[src/rtl/folt_pkg.sv]
// ----------------------------------------------------------------------------
// folt_pkg
// Shared types and codes for the frequency-ordered lookup table.
// ----------------------------------------------------------------------------
package folt_pkg;

  localparam int DEPTH_DEF      = 16;
  localparam int COUNT_BITS_DEF = 16;

  localparam logic OP_APPEND = 1'b0;
  localparam logic OP_LOCATE = 1'b1;

  typedef logic [1:0] status_t;

  localparam status_t ST_OK   = 2'd0;
  localparam status_t ST_MISS = 2'd1;
  localparam status_t ST_FULL = 2'd2;

  typedef struct packed {
    logic load;
    logic take_prev;
  } cell_ctl_t;

  typedef struct packed {
    logic match;
    logic le;
  } cell_stat_t;

endpackage

[src/rtl/folt_cell.sv]
// ----------------------------------------------------------------------------
// folt_cell
// One table entry: key and count, loadable or shifted in from its neighbor.
// ----------------------------------------------------------------------------
module folt_cell
  import folt_pkg::*;
#(
  parameter int COUNT_BITS = COUNT_BITS_DEF
) (
  input  logic                  clk,
  input  cell_ctl_t             ctl,
  input  logic [31:0]           srch_key,
  input  logic [COUNT_BITS-1:0] cmp_cnt,
  input  logic [31:0]           ld_key,
  input  logic [COUNT_BITS-1:0] ld_cnt,
  input  logic [31:0]           prev_key,
  input  logic [COUNT_BITS-1:0] prev_cnt,
  output logic [31:0]           key_r,
  output logic [COUNT_BITS-1:0] cnt_r,
  output cell_stat_t            stat
);

  assign stat.match = (key_r == srch_key);
  assign stat.le    = (cnt_r <= cmp_cnt);

  always_ff @(posedge clk) begin
    if (ctl.load) begin
      key_r <= ld_key;
      cnt_r <= ld_cnt;
    end else if (ctl.take_prev) begin
      key_r <= prev_key;
      cnt_r <= prev_cnt;
    end
  end

endmodule

[src/rtl/frequency_ordered_lookup_table.sv]
// ----------------------------------------------------------------------------
// frequency_ordered_lookup_table
// Self-organizing table of keys kept in order of non-increasing access count.
//
//   channel  | ports                                   | handshake
//   ---------+-----------------------------------------+--------------------
//   input    | in_operation, in_key                    | start & !busy
//   result   | out_status, out_position,               | out_valid strobe
//            | out_access_count                        |
//
// In each transaction the accept cycle compares the key in every cell and
// picks the first match; the next cycle shifts the row of cells and
// registers the result, shown on out_valid in the cycle after.
// A new transaction is taken in the cycle the result is shown.
// Reset empties the table at once; no clearing pass.
// The receiver cannot stall.
// ----------------------------------------------------------------------------
module frequency_ordered_lookup_table
  import folt_pkg::*;
#(
  parameter int DEPTH      = DEPTH_DEF,
  parameter int COUNT_BITS = COUNT_BITS_DEF
) (
  input  logic        clk,
  input  logic        rst_n,
  input  logic        start,
  output logic        busy,
  input  logic        in_operation,
  input  logic [31:0] in_key,
  output logic        out_valid,
  output logic [1:0]  out_status,
  output logic [3:0]  out_position,
  output logic [15:0] out_access_count
);

  localparam int IW = $clog2(DEPTH);
  localparam int TW = $clog2(DEPTH + 1);
  localparam logic [COUNT_BITS-1:0] CNT_MAX = {COUNT_BITS{1'b1}};

  logic                  busy_r;
  logic                  op_r;
  logic [31:0]           key_r;
  logic [DEPTH-1:0]      hit_r;
  logic                  found_r;
  logic [COUNT_BITS-1:0] newcnt_r;
  logic [TW-1:0]         total_r;
  logic                  out_valid_r;
  status_t               out_status_r;
  logic [3:0]            out_position_r;
  logic [15:0]           out_access_count_r;

  logic [31:0]           cell_key [DEPTH];
  logic [COUNT_BITS-1:0] cell_cnt [DEPTH];
  cell_stat_t            stat     [DEPTH];
  cell_ctl_t             ctl      [DEPTH];

  logic [DEPTH-1:0]      match;
  logic [DEPTH-1:0]      first;
  logic [DEPTH:0]        seen;
  logic [DEPTH:0]        at_or_after;
  logic [DEPTH:0]        passed;

  logic                  accept;
  logic                  full;
  logic                  promote;
  logic                  append_ok;
  logic [COUNT_BITS-1:0] ld_cnt;
  logic [COUNT_BITS-1:0] hit_cnt;
  logic [COUNT_BITS-1:0] hit_cnt_inc;
  logic [IW-1:0]         load_pos;
  status_t               status_nxt;
  logic [3:0]            position_nxt;
  logic [15:0]           count_nxt;

  assign accept    = start & ~busy_r;
  assign full      = (total_r == TW'(DEPTH));
  assign promote   = busy_r & (op_r == OP_LOCATE) & found_r;
  assign append_ok = busy_r & (op_r == OP_APPEND) & ~full;
  assign ld_cnt    = (op_r == OP_LOCATE) ? newcnt_r : '0;

  assign seen[0]        = 1'b0;
  assign at_or_after[0] = 1'b0;
  assign passed[0]      = 1'b0;

  for (genvar k = 0; k < DEPTH; k++) begin : g_row
    logic ahead;

    folt_cell #(
      .COUNT_BITS (COUNT_BITS)
    ) u_cell (
      .clk      (clk),
      .ctl      (ctl[k]),
      .srch_key (in_key),
      .cmp_cnt  (newcnt_r),
      .ld_key   (key_r),
      .ld_cnt   (ld_cnt),
      .prev_key (cell_key[(k == 0) ? 0 : k - 1]),
      .prev_cnt (cell_cnt[(k == 0) ? 0 : k - 1]),
      .key_r    (cell_key[k]),
      .cnt_r    (cell_cnt[k]),
      .stat     (stat[k])
    );

    assign match[k]         = stat[k].match & (TW'(k) < total_r);
    assign first[k]         = match[k] & ~seen[k];
    assign seen[k+1]        = seen[k] | match[k];
    assign at_or_after[k+1] = at_or_after[k] | hit_r[k];
    assign ahead            = ~at_or_after[k+1];
    assign passed[k+1]      = ahead & stat[k].le;

    assign ctl[k].load      = (append_ok & (total_r == TW'(k)))
                            | (promote & (passed[k+1] | hit_r[k]) & ~passed[k]);
    assign ctl[k].take_prev = promote & (ahead | hit_r[k]) & passed[k];
  end

  always_comb begin
    hit_cnt  = '0;
    load_pos = '0;
    for (int k = 0; k < DEPTH; k++) begin
      hit_cnt  = hit_cnt | (first[k] ? cell_cnt[k] : '0);
      load_pos = load_pos | (ctl[k].load ? IW'(k) : '0);
    end
  end

  assign hit_cnt_inc = (hit_cnt == CNT_MAX) ? hit_cnt : hit_cnt + 1'b1;

  always_comb begin
    status_nxt   = ST_OK;
    position_nxt = 4'(load_pos);
    count_nxt    = 16'(ld_cnt);
    if (op_r == OP_APPEND) begin
      if (full) begin
        status_nxt   = ST_FULL;
        position_nxt = '0;
      end
      count_nxt = '0;
    end else if (!found_r) begin
      status_nxt   = ST_MISS;
      position_nxt = '0;
      count_nxt    = '0;
    end
  end

  always_ff @(posedge clk) begin
    if (!rst_n) begin
      busy_r      <= 1'b0;
      total_r     <= '0;
      out_valid_r <= 1'b0;
    end else begin
      busy_r      <= accept;
      out_valid_r <= busy_r;
      if (append_ok) begin
        total_r <= total_r + 1'b1;
      end
    end
  end

  always_ff @(posedge clk) begin
    if (accept) begin
      op_r     <= in_operation;
      key_r    <= in_key;
      hit_r    <= first;
      found_r  <= seen[DEPTH];
      newcnt_r <= hit_cnt_inc;
    end
    if (busy_r) begin
      out_status_r       <= status_nxt;
      out_position_r     <= position_nxt;
      out_access_count_r <= count_nxt;
    end
  end

  assign busy             = busy_r;
  assign out_valid        = out_valid_r;
  assign out_status       = out_status_r;
  assign out_position     = out_position_r;
  assign out_access_count = out_access_count_r;

endmodule

[config.mk]
export PLATFORM = sky130hd
export DESIGN_NAME = frequency_ordered_lookup_table
export DESIGN_NICKNAME = d
export VERILOG_FILES = /design/src/rtl/folt_pkg.sv /design/src/rtl/folt_cell.sv /design/src/rtl/frequency_ordered_lookup_table.sv
export SDC_FILE = /design/constraint.sdc
export NUM_CORES = 2
export LEC_CHECK = 0
export BUFFER_PORTS_ARGS = -buffer_cell sky130_fd_sc_hd__buf_2
export CAP_MARGIN = 0
export CELL_PAD_IN_SITES_DETAIL_PLACEMENT = 1
export CELL_PAD_IN_SITES_GLOBAL_PLACEMENT = 1
export CORE_MARGIN = 8
export CORE_UTILIZATION = 49
export DETAILED_ROUTE_END_ITERATION = 8
export PLACE_DENSITY_LB_ADDON = 0.1
export SLEW_MARGIN = 15
export SYNTH_ARGS = -nofsm -noshare
export SYNTH_HDL_FRONTEND = slang
export SYNTH_HIERARCHICAL = 1
export SYNTH_SLANG_ARGS = --single-unit
[constraint.sdc]
create_clock -name clk -period 4.5 [get_ports clk]
set_input_delay 0.675 -clock clk [delete_from_list [all_inputs] [get_ports clk]]
set_output_delay 0.675 -clock clk [all_outputs]
set_load 0.03 [all_outputs]
==> impl_results.md <==
* DRT antenna net count at 0
* Syn nets at 4205
* Inserted Clock Buffers at 98
* Setup CP Type: register to register
* Synthesized cell area at 50970 sq um
* Initial antenna violation count at 11
* Final period util at 1.003
* Seq/Total Area, Yosys at 0.5071
* # H-tree levels at 3
* Die W at 338.5 um
* Worst Path Required at 4930 ps
* Core Footprint at 103300 sq um
* Final Hold Viols at 0
* Hold path depth at 1
* Row count at 118
* Slowest CP cell: nor4b_4
* Worst path arrival time at 4950 ps
* Synth warnings at 6
* Global route overflow at 0
* Cell mode on critical path: buf_4
* Asr flop ratio synth at 0
* Maximum VDD drop at 0.0002946 V
* DR WL/cell at 28.41 um
* Pleak at 22.68 nW
* Design Area, Final at 60890 sq um
* First-pass GRT wire length at 246.5 mm
* Violated checks: setup timing
* R2R Path End: newcnt_r[6]$_DFFE_PP_
* Filler cells at 10150
* Die height at 338.5 um
* Fraction of layout cells with a size suffix above 1 at 0.3642
* CTS Hold Bufs at 0
* Finish-stage setup viols at 1
* Relative slew slack at 0.3732
* Yosys reg bits at 863
* Reg2Reg Depth at 19
* Status: finished, violations left
* Vias per inst at 6.039
* Final clock skew at 31.35 ps
* Insertion delay to the later sink of the worst-skew pair at 700 ps
* Slew at the pin with the worst max-slew slack at 940.2 ps
* Area Overhead vs Synth at 19.47%
* GP Congestion at 0.9375
* Post-synth EDFFs at 856
* Worst Hold Launch: in_operation
* Hold crit path type: input pin to register
* Placed Instances at 5702
* IO buf count at 59
* Pre-Repair DR Iteration Count at 6
* Fmax at 221.5 MHz
* WHS Endpoint: op_r$_DFFE_PP_
* Fin nets at 4735
* DR iter-0 viols at 3249
* Mapped Avg Cell Area at 13.04 sq um
* Root Buffer: clkbuf_16
* Die area at 114600 sq um
* Largest net degree at the start of global routing at 68
* Routed WL at 167.7 mm
* Start of the worst register-to-register path: g_row[12].u_cell/key_r[21]$_DFFE_PP_
* Min Clock Period, post-route at 4515 ps
* R2r setup slk at -10 ps
* GRT Total Usage at 0.2819
* CTS tree: done
* Post-DP HPWL at 125.1 mm
* Distinct cells, synth at 82
* Syn Inst Count at 3909
* Cell Area, Placed at 56810 sq um
* Max-slew violations at 0
* Clock Pin Slew Worst Setup and Hold Paths at 60 ps
* CP Capture Type: register
* Top_reg_cell synth: edfxtp_1
* Clock sink count at 863
* CP Max Fanout at 5
* Pwr per Cell Area at 309.4 nW/um^2
* Setup TNS at -14.72 ps
* Worst setup slack after placement at -879.5 ps
* CTS Buffer Depth at 3
* Vias in the first global route at 37130
* Worst path max stage delay at 510 ps
* Ports at 60
* Routed vias at 35650
* Crit path cell chain: xor2_1, nor4_1, buf_4, nand4_1, buf_4, nor2_1, a21boi_1, buf_4, nor3_4, buf_4, buf_4, a22oi_1, nor2_2, nor4b_4, nor4_4, nand4_1, buf_4, nand3_1, xor2_1
* Residual DRC count at 0
* Crit start category: register
* Max-Cap Viols at 0
* Fin cells at 5902
* Setup ws final at -14.72 ps
* Tot Pwr at 0.01884 W
* Initial core utilization at 0.4932
[placed cells by master, fill, tap and decap left out, types with 32 or more instances in the layout]
cell type / Yosys / final
nor4_1: 134 / 103
a21oi_1: 126 / 125
and3_1: 42 / 42
nor2_1: 81 / 70
and2_1: 49 / 46
nand3_1: 62 / 60
clkbuf_1: 31 / 32
xor2_1: 519 / 513
edfxtp_1: 856 / 856
mux2_2: 753 / 753
inv_1: 268 / 266
buf_4: 17 / 433
nand4_1: 87 / 87
ha_1: 260 / 260
nand2_1: 115 / 115
nor4_2: 19 / 41
o21ai_0: 47 / 41
clkbuf_16: 0 / 100
buf_12: 0 / 51
buf_2: 79 / 59
[registers in the layout, summed over array words and instances (netlist names)]
register            cells
newcnt_r               16
total_r                 5
found_r                 1
out_position            4
op_r                    1
out_access_count       16
hit_r                  16
busy                    1
g_row.u_cell/key_r    512
out_valid               1
key_r                  32
out_status              2
g_row.u_cell/cnt_r    256
[synth_stat cells (62+ instances only)]
cell type  number  share of area
mux2_2        753           0.17
buf_2          79         0.0078
nor4_1        134          0.016
inv_1         268          0.020
nand2_1       115         0.0085
nor2_1         81         0.0060
a21oi_1       126          0.012
ha_1          260          0.064
xor2_1        519          0.089
nand4_1        87          0.011
nand3_1        62         0.0061
edfxtp_1      856           0.50
[worst max path at each step]
stage | from | to | depth (start not counted)
CTS | g_row[10].u_cell/key_r[18]$_DFFE_PP_ | newcnt_r[15]$_DFFE_PP_ | 20
finish | g_row[12].u_cell/key_r[21]$_DFFE_PP_ | newcnt_r[6]$_DFFE_PP_ | 19
global route | g_row[10].u_cell/key_r[11]$_DFFE_PP_ | newcnt_r[6]$_DFFE_PP_ | 20
floorplan | busy$_SDFF_PN0_ | found_r$_DFFE_PP_ | 1
global placement | in_key[18] | newcnt_r[15]$_DFFE_PP_ | 23
detailed placement | in_key[22] | newcnt_r[2]$_DFFE_PP_ | 20
[layer usage]
layer,vias up,global-route usage,share of wire
met4,6,0.06832,0.025
li1,15820,-,-
met2,1197,0.4348,0.44
met5,-,0,0.00027
met1,18400,0.4103,0.45
met3,224,0.05219,0.076
[power by group]
group          internal [W]  switching (W)
Sequential          0.00894       0.000234
Clock               0.00477        0.00346
Combinational      0.000616       0.000819
[cell families after synthesis]
logic type	Yosys count	share of synthesized area
flip-flops	863	0.5071
multiplexers	773	0.1707
AND/OR/NAND/NOR	681	0.07689
XOR/XNOR	527	0.09056
AO/OA/AOI/OAI	404	0.05781
buffers and inverters	400	0.03309
adder cells (fa/ha/maj)	260	0.06383
other	1	0.00007357
[layout make-up]
cell class	count	area, sq um	area share
clock buffer	134	2650	0.04352
tap	1380	1727	0.02836
antenna	3	7.507	0.0001233
timing repair buffer	560	4755	0.07808
clock inverter	46	575.6	0.009452
sequential	863	25840	0.4244
multi-input combinational	2646	24320	0.3993
inverter	270	1017	0.01671
[per-stage QoR]
| step | hold WS, ps | utilization |
|---|---|---|
| after floorplan | 550.7 | - |
| after global placement | 560.3 | 0.5497 |
| after detailed placement | 571.6 | 0.5497 |
| after CTS | 148.8 | 0.5826 |
| after global routing | 159.6 | 0.5891 |
| final | 184.1 | 0.5892 |
[repair_timing]
item / in CTS / in global routing
setup buffers: 3 / 16
endpoints found under the hold margin: 0 / 0
pin swaps: 7 / 38
resized for setup: 28 / 105
setup endpoints to repair: 16 / 16
[critical path: cells and delay by family, from the launching register on]
kind / cells / cell delay [ps]
AND/OR/NAND/NOR: 9 / 1780
XOR/XNOR: 2 / 350
flip-flops: 1 / 440
AO/OA/AOI/OAI: 2 / 640
buffers and inverters: 6 / 1050
(Power assumes the default switching activity.)
